--- src/rtl/core/ric_pkg.sv ---
// Shared types, codes and helpers for the R3000 instruction classifier.
// Depends on nothing; imported by every module of the block.
package ric_pkg;

    // Stream payload widths (fields packed from bit 0, padded to bytes).
    localparam int IN_DATA_W  = 64;
    localparam int OUT_USED_W = 82;
    localparam int OUT_DATA_W = 88;
    localparam int OUT_PAD_W  = OUT_DATA_W - OUT_USED_W;

    // Mnemonic codes, pseudo-instructions included.
    typedef enum logic [6:0] {
        MN_NOP, MN_SLL, MN_MOVE, MN_SRL, MN_SRA, MN_SLLV, MN_SRLV, MN_SRAV,
        MN_JR, MN_JALR, MN_SYSCALL, MN_MFHI, MN_MTHI, MN_MFLO, MN_MTLO,
        MN_MULT, MN_MULTU, MN_DIV, MN_DIVU, MN_ADD, MN_ADDU, MN_SUB, MN_NEG,
        MN_SUBU, MN_NEGU, MN_AND, MN_OR, MN_XOR, MN_NOT, MN_NOR, MN_SLT,
        MN_SLTU, MN_BLTZ, MN_BGEZ, MN_BLTZAL, MN_BGEZAL, MN_J, MN_JAL, MN_B,
        MN_BEQ, MN_BNE, MN_BLEZ, MN_BGTZ, MN_ADDI, MN_LI, MN_ADDIU, MN_SLTI,
        MN_SLTIU, MN_ANDI, MN_ORI, MN_XORI, MN_LUI, MN_MFC0, MN_MTC0, MN_RFE,
        MN_LB, MN_LH, MN_LWL, MN_LW, MN_LBU, MN_LHU, MN_LWR, MN_SB, MN_SH,
        MN_SWL, MN_SW, MN_SWR
    } mnem_t;

    // Operand layout codes.
    typedef enum logic [4:0] {
        FM_NONE, FM_DH, FM_DT, FM_DTH, FM_DS, FM_DTS, FM_S, FM_D, FM_ST,
        FM_DST, FM_SB, FM_J, FM_B, FM_STB, FM_TI, FM_TS, FM_TSI, FM_TCD,
        FM_TMEM0, FM_TMEM
    } form_t;

    // Classification handed from the decoder to the target unit and output.
    typedef struct packed {
        logic  ok;
        mnem_t mn;
        form_t form;
        logic  delay;
    } cls_t;

    // Major opcodes, bits 31..26.
    localparam logic [5:0] OP_SPECIAL = 6'h00;
    localparam logic [5:0] OP_REGIMM  = 6'h01;
    localparam logic [5:0] OP_J       = 6'h02;
    localparam logic [5:0] OP_JAL     = 6'h03;
    localparam logic [5:0] OP_BEQ     = 6'h04;
    localparam logic [5:0] OP_BNE     = 6'h05;
    localparam logic [5:0] OP_BLEZ    = 6'h06;
    localparam logic [5:0] OP_BGTZ    = 6'h07;
    localparam logic [5:0] OP_ADDI    = 6'h08;
    localparam logic [5:0] OP_ADDIU   = 6'h09;
    localparam logic [5:0] OP_SLTI    = 6'h0A;
    localparam logic [5:0] OP_SLTIU   = 6'h0B;
    localparam logic [5:0] OP_ANDI    = 6'h0C;
    localparam logic [5:0] OP_ORI     = 6'h0D;
    localparam logic [5:0] OP_XORI    = 6'h0E;
    localparam logic [5:0] OP_LUI     = 6'h0F;
    localparam logic [5:0] OP_COP0    = 6'h10;
    // Loads and stores occupy opcodes 0x20 to 0x2F.
    localparam logic [1:0] OP_MEM_HI  = 2'b10;

    // Function codes of the special opcode, bits 5..0.
    localparam logic [5:0] FN_SLL     = 6'h00;
    localparam logic [5:0] FN_SRL     = 6'h02;
    localparam logic [5:0] FN_SRA     = 6'h03;
    localparam logic [5:0] FN_SLLV    = 6'h04;
    localparam logic [5:0] FN_SRLV    = 6'h06;
    localparam logic [5:0] FN_SRAV    = 6'h07;
    localparam logic [5:0] FN_JR      = 6'h08;
    localparam logic [5:0] FN_JALR    = 6'h09;
    localparam logic [5:0] FN_SYSCALL = 6'h0C;
    localparam logic [5:0] FN_MFHI    = 6'h10;
    localparam logic [5:0] FN_MTHI    = 6'h11;
    localparam logic [5:0] FN_MFLO    = 6'h12;
    localparam logic [5:0] FN_MTLO    = 6'h13;
    localparam logic [5:0] FN_MULT    = 6'h18;
    localparam logic [5:0] FN_MULTU   = 6'h19;
    localparam logic [5:0] FN_DIV     = 6'h1A;
    localparam logic [5:0] FN_DIVU    = 6'h1B;
    localparam logic [5:0] FN_ADD     = 6'h20;
    localparam logic [5:0] FN_ADDU    = 6'h21;
    localparam logic [5:0] FN_SUB     = 6'h22;
    localparam logic [5:0] FN_SUBU    = 6'h23;
    localparam logic [5:0] FN_AND     = 6'h24;
    localparam logic [5:0] FN_OR      = 6'h25;
    localparam logic [5:0] FN_XOR     = 6'h26;
    localparam logic [5:0] FN_NOR     = 6'h27;
    localparam logic [5:0] FN_SLT     = 6'h2A;
    localparam logic [5:0] FN_SLTU    = 6'h2B;

    // Register-immediate branch selectors in the rt field.
    localparam logic [4:0] RT_BLTZ    = 5'h00;
    localparam logic [4:0] RT_BGEZ    = 5'h01;
    localparam logic [4:0] RT_BLTZAL  = 5'h10;
    localparam logic [4:0] RT_BGEZAL  = 5'h11;

    // Coprocessor 0 selectors in the rs field.
    localparam logic [4:0] CP0_MF     = 5'h00;
    localparam logic [4:0] CP0_MT     = 5'h04;
    localparam logic [4:0] CP0_RFE    = 5'h10;

    // Jump target region kept from the PC.
    localparam int REGION_W = 4;

    // Build a recognized classification.
    function automatic cls_t mk_cls(mnem_t mn, form_t form, logic delay);
        cls_t c;
        c.ok    = 1'b1;
        c.mn    = mn;
        c.form  = form;
        c.delay = delay;
        return c;
    endfunction

    // Classification of an unrecognized word.
    localparam cls_t CLS_BAD = '{ok: 1'b0, mn: MN_NOP, form: FM_NONE, delay: 1'b0};

endpackage

--- src/rtl/core/r3000_instruction_classifier_unit.sv ---
// Top level of the R3000 instruction classifier: input register, decoder,
// target unit and result register. Depends on ric_pkg, ric_decode, ric_target.
//
//  Channel  | Direction | tdata fields (low bit first)          | Width
//  ---------+-----------+---------------------------------------+------
//  s_axis   | in        | pc, insn                              | 64
//  m_axis   | out       | valid_res .. has_delay_slot, 6 pad    | 88
//
// An accepted request is held in the input register, which feeds the decoder
// and the target adder, whose output loads the result register that drives
// m_axis. One request is accepted per cycle while m_axis is not stalled.
// Each stage refills in the cycle it empties, so a stall on m_axis holds
// both stages and drops s_axis_tready only when both are full.
// Reset (aresetn low, synchronous) empties both stages.
module r3000_instruction_classifier_unit
    import ric_pkg::*;
(
    input  logic                  aclk,
    input  logic                  aresetn,
    input  logic                  s_axis_tvalid,
    output logic                  s_axis_tready,
    // [31:0] pc, [63:32] insn
    input  logic [IN_DATA_W-1:0]  s_axis_tdata,
    output logic                  m_axis_tvalid,
    input  logic                  m_axis_tready,
    // [0] valid_res, [7:1] mnemonic_code, [12:8] form_code, [17:13] reg_s,
    // [22:18] reg_t, [27:23] reg_d, [32:28] shift_amount, [48:33] immediate,
    // [80:49] target_address, [81] has_delay_slot, [87:82] zero
    output logic [OUT_DATA_W-1:0] m_axis_tdata
);

    logic                  in_valid_reg;
    logic                  in_valid_next;
    logic [31:0]           pc_reg;
    logic [31:0]           insn_reg;
    logic                  out_valid_reg;
    logic                  out_valid_next;
    logic [OUT_DATA_W-1:0] out_data_reg;
    logic [OUT_DATA_W-1:0] out_data_next;
    logic                  out_load;
    logic                  in_load;
    cls_t                  cls;
    logic [31:0]           target;

    // Each stage may load when it is empty or when its content moves on.
    assign out_load      = !out_valid_reg || m_axis_tready;
    assign s_axis_tready = !in_valid_reg || out_load;
    assign in_load       = s_axis_tvalid && s_axis_tready;

    assign in_valid_next  = in_load ? 1'b1 : (out_load ? 1'b0 : in_valid_reg);
    assign out_valid_next = out_load ? in_valid_reg : out_valid_reg;

    // Stage valid flags.
    always_ff @(posedge aclk) begin
        if (!aresetn) begin
            in_valid_reg  <= 1'b0;
            out_valid_reg <= 1'b0;
        end else begin
            in_valid_reg  <= in_valid_next;
            out_valid_reg <= out_valid_next;
        end
    end

    // Input register payload.
    always_ff @(posedge aclk) begin
        if (in_load) begin
            pc_reg   <= s_axis_tdata[31:0];
            insn_reg <= s_axis_tdata[63:32];
        end
    end

    ric_decode u_decode (
        .insn (insn_reg),
        .cls  (cls)
    );

    ric_target u_target (
        .pc     (pc_reg),
        .insn   (insn_reg),
        .cls    (cls),
        .target (target)
    );

    // Pack the result; an invalid word already carries zero codes and target.
    assign out_data_next = {
        {OUT_PAD_W{1'b0}},
        cls.delay,
        target,
        insn_reg[15:0],
        insn_reg[10:6],
        insn_reg[15:11],
        insn_reg[20:16],
        insn_reg[25:21],
        cls.form,
        cls.mn,
        cls.ok
    };

    // Result register payload.
    always_ff @(posedge aclk) begin
        if (out_load && in_valid_reg) begin
            out_data_reg <= out_data_next;
        end
    end

    assign m_axis_tvalid = out_valid_reg;
    assign m_axis_tdata  = out_data_reg;

endmodule

--- src/rtl/core/ric_decode.sv ---
// Instruction decoder: maps one instruction word to mnemonic, operand form,
// validity and delay-slot flag. Depends on ric_pkg.
module ric_decode
    import ric_pkg::*;
(
    input  logic [31:0] insn,
    output cls_t        cls
);

    logic [5:0] op;
    logic [5:0] fn;
    logic [4:0] rs;
    logic [4:0] rt;
    logic [4:0] rd;
    logic [4:0] sa;
    logic [15:0] imm;
    logic [3:0] mem_sel;

    assign op  = insn[31:26];
    assign fn  = insn[5:0];
    assign rs  = insn[25:21];
    assign rt  = insn[20:16];
    assign rd  = insn[15:11];
    assign sa  = insn[10:6];
    assign imm = insn[15:0];
    assign mem_sel = insn[29:26];

    // Special opcode: the function field picks the operation, and operand
    // rules pick the pseudo-instruction aliases.
    cls_t special_cls;
    always_comb begin
        mnem_t sh_mn;
        mnem_t sv_mn;
        mnem_t ad_mn;
        mnem_t sb_mn;
        mnem_t ng_mn;
        mnem_t lo_mn;
        sh_mn = (fn == FN_SLL) ? MN_SLL : ((fn == FN_SRL) ? MN_SRL : MN_SRA);
        sv_mn = (fn == FN_SLLV) ? MN_SLLV : ((fn == FN_SRLV) ? MN_SRLV : MN_SRAV);
        ad_mn = (fn == FN_ADD) ? MN_ADD : MN_ADDU;
        sb_mn = (fn == FN_SUB) ? MN_SUB : MN_SUBU;
        ng_mn = (fn == FN_SUB) ? MN_NEG : MN_NEGU;
        lo_mn = (fn == FN_OR) ? MN_OR : MN_XOR;
        special_cls = CLS_BAD;
        case (fn)
            FN_SLL, FN_SRL, FN_SRA: begin
                if (insn == 32'h0)  special_cls = mk_cls(MN_NOP, FM_NONE, 1'b0);
                else if (rd == rt)  special_cls = mk_cls(sh_mn, FM_DH, 1'b0);
                else if (sa == 5'd0) special_cls = mk_cls(MN_MOVE, FM_DT, 1'b0);
                else                special_cls = mk_cls(sh_mn, FM_DTH, 1'b0);
            end
            FN_SLLV, FN_SRLV, FN_SRAV: begin
                if (rd == rt)       special_cls = mk_cls(sv_mn, FM_DS, 1'b0);
                else if (rs == 5'd0) special_cls = mk_cls(MN_MOVE, FM_DT, 1'b0);
                else                special_cls = mk_cls(sv_mn, FM_DTS, 1'b0);
            end
            FN_JR:      special_cls = mk_cls(MN_JR, FM_S, 1'b1);
            FN_JALR:    special_cls = mk_cls(MN_JALR, (rd == 5'd31) ? FM_S : FM_DS, 1'b1);
            FN_SYSCALL: special_cls = mk_cls(MN_SYSCALL, FM_NONE, 1'b0);
            FN_MFHI:    special_cls = mk_cls(MN_MFHI, FM_D, 1'b0);
            FN_MTHI:    special_cls = mk_cls(MN_MTHI, FM_S, 1'b0);
            FN_MFLO:    special_cls = mk_cls(MN_MFLO, FM_D, 1'b0);
            FN_MTLO:    special_cls = mk_cls(MN_MTLO, FM_S, 1'b0);
            FN_MULT:    special_cls = mk_cls(MN_MULT, FM_ST, 1'b0);
            FN_MULTU:   special_cls = mk_cls(MN_MULTU, FM_ST, 1'b0);
            FN_DIV:     special_cls = mk_cls(MN_DIV, FM_ST, 1'b0);
            FN_DIVU:    special_cls = mk_cls(MN_DIVU, FM_ST, 1'b0);
            FN_ADD, FN_ADDU: begin
                if (rd == rs)       special_cls = mk_cls(ad_mn, FM_DT, 1'b0);
                else if (rt == 5'd0) special_cls = mk_cls(MN_MOVE, FM_DS, 1'b0);
                else if (rs == 5'd0) special_cls = mk_cls(MN_MOVE, FM_DT, 1'b0);
                else                special_cls = mk_cls(ad_mn, FM_DST, 1'b0);
            end
            FN_SUB, FN_SUBU: begin
                if (rd == rs)       special_cls = mk_cls(sb_mn, FM_DT, 1'b0);
                else if (rt == 5'd0) special_cls = mk_cls(MN_MOVE, FM_DS, 1'b0);
                else if (rs == 5'd0) begin
                    special_cls = mk_cls(ng_mn, (rd == rt) ? FM_D : FM_DT, 1'b0);
                end else begin
                    special_cls = mk_cls(sb_mn, FM_DST, 1'b0);
                end
            end
            FN_AND:     special_cls = mk_cls(MN_AND, (rd == rs) ? FM_DT : FM_DST, 1'b0);
            FN_OR, FN_XOR: begin
                if (rd == rs)       special_cls = mk_cls(lo_mn, FM_DT, 1'b0);
                else if (rt == 5'd0) special_cls = mk_cls(MN_MOVE, FM_DS, 1'b0);
                else                special_cls = mk_cls(lo_mn, FM_DST, 1'b0);
            end
            FN_NOR: begin
                if (rt == 5'd0) begin
                    special_cls = mk_cls(MN_NOT, (rd == rs) ? FM_D : FM_DS, 1'b0);
                end else if (rs == 5'd0) begin
                    special_cls = mk_cls(MN_NOT, (rd == rt) ? FM_D : FM_DT, 1'b0);
                end else begin
                    special_cls = mk_cls(MN_NOR, (rd == rs) ? FM_DT : FM_DST, 1'b0);
                end
            end
            FN_SLT:     special_cls = mk_cls(MN_SLT, FM_DST, 1'b0);
            FN_SLTU:    special_cls = mk_cls(MN_SLTU, FM_DST, 1'b0);
            default:    special_cls = CLS_BAD;
        endcase
    end

    // Loads and stores: the low four opcode bits select the access; the
    // form drops the offset when it is zero.
    cls_t mem_cls;
    always_comb begin
        form_t mf;
        mf = (imm == 16'h0) ? FM_TMEM0 : FM_TMEM;
        mem_cls = CLS_BAD;
        case (mem_sel)
            4'h0:    mem_cls = mk_cls(MN_LB, mf, 1'b0);
            4'h1:    mem_cls = mk_cls(MN_LH, mf, 1'b0);
            4'h2:    mem_cls = mk_cls(MN_LWL, mf, 1'b0);
            4'h3:    mem_cls = mk_cls(MN_LW, mf, 1'b0);
            4'h4:    mem_cls = mk_cls(MN_LBU, mf, 1'b0);
            4'h5:    mem_cls = mk_cls(MN_LHU, mf, 1'b0);
            4'h6:    mem_cls = mk_cls(MN_LWR, mf, 1'b0);
            4'h8:    mem_cls = mk_cls(MN_SB, mf, 1'b0);
            4'h9:    mem_cls = mk_cls(MN_SH, mf, 1'b0);
            4'hA:    mem_cls = mk_cls(MN_SWL, mf, 1'b0);
            4'hB:    mem_cls = mk_cls(MN_SW, mf, 1'b0);
            4'hE:    mem_cls = mk_cls(MN_SWR, mf, 1'b0);
            default: mem_cls = CLS_BAD;
        endcase
    end

    // Major opcodes other than special.
    cls_t major_cls;
    always_comb begin
        mnem_t ai_mn;
        form_t ts_form;
        ai_mn = (op == OP_ADDI) ? MN_ADDI : MN_ADDIU;
        ts_form = (rt == rs) ? FM_TI : FM_TSI;
        major_cls = CLS_BAD;
        case (op)
            OP_REGIMM: begin
                case (rt)
                    RT_BLTZ:   major_cls = mk_cls(MN_BLTZ, FM_SB, 1'b1);
                    RT_BGEZ:   major_cls = mk_cls(MN_BGEZ, FM_SB, 1'b1);
                    RT_BLTZAL: major_cls = mk_cls(MN_BLTZAL, FM_SB, 1'b1);
                    RT_BGEZAL: major_cls = mk_cls(MN_BGEZAL, FM_SB, 1'b1);
                    default:   major_cls = CLS_BAD;
                endcase
            end
            OP_J:    major_cls = mk_cls(MN_J, FM_J, 1'b1);
            OP_JAL:  major_cls = mk_cls(MN_JAL, FM_J, 1'b1);
            OP_BEQ: begin
                if (rs == rt) major_cls = mk_cls(MN_B, FM_B, 1'b1);
                else          major_cls = mk_cls(MN_BEQ, FM_STB, 1'b1);
            end
            OP_BNE:  major_cls = mk_cls(MN_BNE, FM_STB, 1'b1);
            OP_BLEZ: begin
                if (rs == 5'd0) major_cls = mk_cls(MN_B, FM_B, 1'b1);
                else            major_cls = mk_cls(MN_BLEZ, FM_SB, 1'b1);
            end
            OP_BGTZ: major_cls = mk_cls(MN_BGTZ, FM_SB, 1'b1);
            OP_ADDI, OP_ADDIU: begin
                if (rt == rs)          major_cls = mk_cls(ai_mn, FM_TI, 1'b0);
                else if (rs == 5'd0)   major_cls = mk_cls(MN_LI, FM_TI, 1'b0);
                else if (imm == 16'h0) major_cls = mk_cls(MN_MOVE, FM_TS, 1'b0);
                else                   major_cls = mk_cls(ai_mn, FM_TSI, 1'b0);
            end
            OP_SLTI:  major_cls = mk_cls(MN_SLTI, FM_TSI, 1'b0);
            OP_SLTIU: major_cls = mk_cls(MN_SLTIU, FM_TSI, 1'b0);
            OP_ANDI:  major_cls = mk_cls(MN_ANDI, ts_form, 1'b0);
            OP_ORI:   major_cls = mk_cls(MN_ORI, ts_form, 1'b0);
            OP_XORI:  major_cls = mk_cls(MN_XORI, ts_form, 1'b0);
            OP_LUI:   major_cls = mk_cls(MN_LUI, FM_TI, 1'b0);
            OP_COP0: begin
                case (rs)
                    CP0_MF:  major_cls = mk_cls(MN_MFC0, FM_TCD, 1'b0);
                    CP0_MT:  major_cls = mk_cls(MN_MTC0, FM_TCD, 1'b0);
                    CP0_RFE: major_cls = mk_cls(MN_RFE, FM_NONE, 1'b0);
                    default: major_cls = CLS_BAD;
                endcase
            end
            default: begin
                if (op[5:4] == OP_MEM_HI) major_cls = mem_cls;
                else                      major_cls = CLS_BAD;
            end
        endcase
    end

    // The special opcode owns every word below the first major opcode.
    assign cls = (op == OP_SPECIAL) ? special_cls : major_cls;

endmodule

--- src/rtl/core/ric_target.sv ---
// Branch and jump target unit: a 32-bit pc + 4 + offset sum for PC-relative
// branches, a region splice for absolute jumps. Depends on ric_pkg.
module ric_target
    import ric_pkg::*;
(
    input  logic [31:0] pc,
    input  logic [31:0] insn,
    input  cls_t        cls,
    output logic [31:0] target
);

    logic [31:0] branch_off;
    logic [31:0] branch_tgt;
    logic [31:0] jump_tgt;

    // Sign-extended word offset, then pc + 4 + offset, wrapping at 2^32.
    assign branch_off = {{14{insn[15]}}, insn[15:0], 2'b00};
    assign branch_tgt = pc + 32'd4 + branch_off;

    // Absolute jump within the current 256 MB region.
    assign jump_tgt = {pc[31:32-REGION_W], insn[25:0], 2'b00};

    // Only valid branch and jump forms carry a target.
    always_comb begin
        target = 32'h0;
        if (cls.ok) begin
            case (cls.form)
                FM_SB, FM_B, FM_STB: target = branch_tgt;
                FM_J:                target = jump_tgt;
                default:             target = 32'h0;
            endcase
        end
    end

endmodule

--- config.mk ---
export PLATFORM = sky130hd
export DESIGN_NAME = r3000_instruction_classifier_unit
export DESIGN_NICKNAME = d
export VERILOG_FILES = /design/src/rtl/core/ric_pkg.sv /design/src/rtl/core/r3000_instruction_classifier_unit.sv /design/src/rtl/core/ric_decode.sv /design/src/rtl/core/ric_target.sv
export SDC_FILE = /design/constraint.sdc
export NUM_CORES = 1
export LEC_CHECK = 0
export BUFFER_PORTS_ARGS = -buffer_cell sky130_fd_sc_hd__buf_2
export CORE_MARGIN = 2
export CORE_UTILIZATION = 35
export DETAILED_ROUTE_END_ITERATION = 8
export PLACE_DENSITY = 0.56
export SLEW_MARGIN = 20
export SYNTH_ARGS = -nofsm -noshare
export SYNTH_HDL_FRONTEND = slang
export SYNTH_SLANG_ARGS = --single-unit
--- constraint.sdc ---
create_clock -name aclk -period 5.45 [get_ports aclk]
set_input_delay 0.545 -clock aclk [delete_from_list [all_inputs] [get_ports aclk]]
set_output_delay 0.545 -clock aclk [all_outputs]
set_load 0.03 [all_outputs]
==> summary.md <==
| Metric | Value |
|---|---|
| Final core utilization | 0.427 |
| Clk_lat worst skew | 0.43 ns |
| Layout cells sized above 1 | 0.236 |
| Synth warnings | 0 |
| CTS tree | yes |
| Hold buffers post-CTS | 0 |
| Die X | between 150 and 200 um |
| Starting DRT DRC Count | slightly above 500 |
| Asr flop ratio synth | 0 |
| Tot GR Track Use | 0.181 |
| CP required | 5.63 ns |
| Synth Area per Inst | about 11 um2 |
| IO Pins | 158 |
| Max Buffers Root-to-Sink | 2 |
| EDFF count, synth | between 100 and 150 |
| Most frequent cell after synthesis | edfxtp_1 |
| Largest net degree at the start of global routing | 65 |
| Setup CP Type | flop to flop |
| Worst Hold End | pc_reg[12] |
| Synth Cell Area | 0.00819 mm2 |
| Row Count | 55 |
| Top cells by area, synth | edfxtp_1, ha_1, o21ai_0, a21oi_1, nand2_1 |
| Clk root buf | clkbuf_16 |
| Synth top area share | 0.499 |
| Fmax | around 250 MHz |
| Leakage | between 3 and 4 nW |
| Post-cts sizing count | 0 |
| RR Endpoint | m_axis_tdata[74] |
| CTS Buf Count | 17 |
| Post-Route WL | between 20 and 25 mm |
| Global-route wire length before repair | around 34 mm |
| N_diodes | 0 |
| H-tree Lvls | 4 |
| Setup slack, reg-to-reg | ~1.4 ns |
| Fin nets | 1005 |
| Status | finished, final reports clean |
| Seq cells post-synth | 138 |
| DR pass1 iterations | 5 |
| PortBufs | around 150 |
| Synth Flop Type | edfxtp_1 |
| Slew Limit Headroom | 0.352 |
| RSZ-0062 raised after global routing | no |
| Final Hold Viols | 0 |
| Die area | ~0.025 mm2 |
| HP Start | s_axis_tdata[12] |
| Initial Util | 0.359 |
| Post-route minimum period | between 4 and 5 ns |
| DRC Markers | 0 |
| R2R cell count | 13 |
| Crit path largest cell delay | between 0.6 and 0.7 ns |
| CP Max Fanout | 19 |
| Fin Setup TNS | 0 ns |
| Via density per instance | about 5.3 |
| Sink Count | between 100 and 150 |
| Worst path slowest cell | edfxtp_1 |
| Total number of vias | 6425 |
| Setup bufs post-CTS | 0 |
| Worst vdd ir | approximately 0.13 mV |
| Initial antenna violation count | 1 |
| Pwr Density | 313 mW/mm2 |
| Worst path top cell family by delay | compound AO/OA/AOI/OAI gates |
| Worst path cell trace | ha_1 > ha_1 > inv_1 > fa_1 > nand2b_1 > a21oi_1 > o31a_1 > a41oi_1 > o21ai_1 > nand2_1 > a21oi_1 > mux2_2 > a32o_1 |
| Core area | ~0.023 mm2 |
| Worst Path Buf+Inv | 1 |
| Design Power | between 3 and 4 mW |
| Max Clock Skew | roughly 0.012 ns |
| Worst slew pin tran | 0.970 ns |
| Worst-path clk slew | 0.07 ns |
| CP Capture Type | flop |
| Reg-to-Reg Start | insn_reg[1] |
| Post-synthesis sequential area ratio | 0.504 |
| Slew Viols, Final | 0 |
| Vias in the first global route | 6241 |
| Grt ovf | 0 |
| Cell type with the largest total area after synthesis | edfxtp_1 |
| Wirelength per Cell | 18.3 um |
| Mapped Cells | roughly 750 |
| Global placement routability congestion | 0.908 |
| Top post-synthesis cells by count | edfxtp_1, ha_1, nand2_1, nor2_1, o21ai_0 |
| Hold Crit Depth | 1 |
| Final HPWL DP | 15.6 mm |
| Max reg flops | ~70 |
| Chip Height | around 160 um |
| ANT nets after route | 0 |
| CP arrival | approximately 4.2 ns |
| Max-Cap Viols | 0 |
| Area Growth Syn to Fin | 18.9% |
| Worst min path class | input port to flop |
| Netlist cell types | 78 |
| Setup violators final | 0 |
| Startpoint types | flop |
| Fin crit share | 0.745 |
==> worst max-delay path by stage <==
stage | from | to | slack, ns | cells after the start
floorplan | m_axis_tready | m_axis_tdata[0] | 1.12 | 2
global placement | insn_reg[1] | m_axis_tdata[74] | 1.54 | 13
detailed placement | insn_reg[1] | m_axis_tdata[74] | 1.41 | 13
CTS | insn_reg[1] | m_axis_tdata[74] | 1.40 | 13
global route | insn_reg[0] | m_axis_tdata[74] | 1.09 | 15
finish | insn_reg[1] | m_axis_tdata[74] | 1.39 | 13
==> cells by family (layout without fill, tap and decap cells) <==
family	count (synthesis)	count (layout)	synth area share
and+or+nand+nor	227	227	0.139
muxes	3	3	0.00413
other	1	6	0.000458
adders and majority gates	61	61	0.0938
DFF	138	138	0.504
buffers and inverters	70	207	0.0429
AOI/OAI and AO/OA	212	212	0.177
xor gates and xnor gates	36	36	0.0385
==> power by group <==
| group | internal (mW) | switching [mW] |
|---|---|---|
| Combinational | 0.195 | 0.328 |
| Sequential | 1.24 | 0.0535 |
| Clock | 0.733 | 0.498 |
==> worst register-to-register path, cell delays in order, from the launching register on <==
cell      delay (ns)
edfxtp_1        0.68
ha_1            0.43
ha_1            0.20
inv_1           0.07
fa_1            0.37
nand2b_1        0.19
a21oi_1         0.21
o31a_1          0.24
a41oi_1         0.20
o21ai_1         0.21
nand2_1         0.13
a21oi_1         0.28
mux2_2          0.37
a32o_1          0.24
==> cell usage in the layout, fill, tap and decap left out, types with 6 or more instances in the layout <==
cell       instances
nor2_1            56
o21ai_1            8
clkbuf_16         17
a21oi_1           44
nand3_1           15
a32o_1             6
xor2_1            21
edfxtp_1         136
o22ai_1            7
inv_1             17
nand2b_1          12
a31oi_1            7
ha_1              59
o21a_1             8
o21ai_0           48
and3_1            14
o211ai_1           8
buf_2            151
nand2_1           57
xnor2_1           15
nor3_1            19
nor2b_1           13
conb_1             6
a21o_1            11
==> final cells by class <==
class                   instances  area (um2)
fillers                      2202       13000
flip-flops and latches        138        4120
multi-input cells             545        3740
repair buffers                156         793
clock buffers                  18         429
well taps                     313         392
clock inverters                14         186
inverters                      19        71.3
==> metal layers <==
metal	wire length, um	track usage
met2	10000	0.285
met1	10400	0.247
met4	476	0.0629
met3	1140	0.0380
met5	0	0
==> stage by stage <==
step	instance area, um2	setup WS, ns	instances	hold slack (ns)
finish	9740	1.39	1203	0.286
global route	9740	1.09	1203	0.266
CTS	9740	1.40	1203	0.269
detailed placement	9120	1.41	1171	0.510
global placement	9120	1.54	1171	0.504
floorplan	8210	1.12	753	0.424
Power figures use the tool's default switching activity.
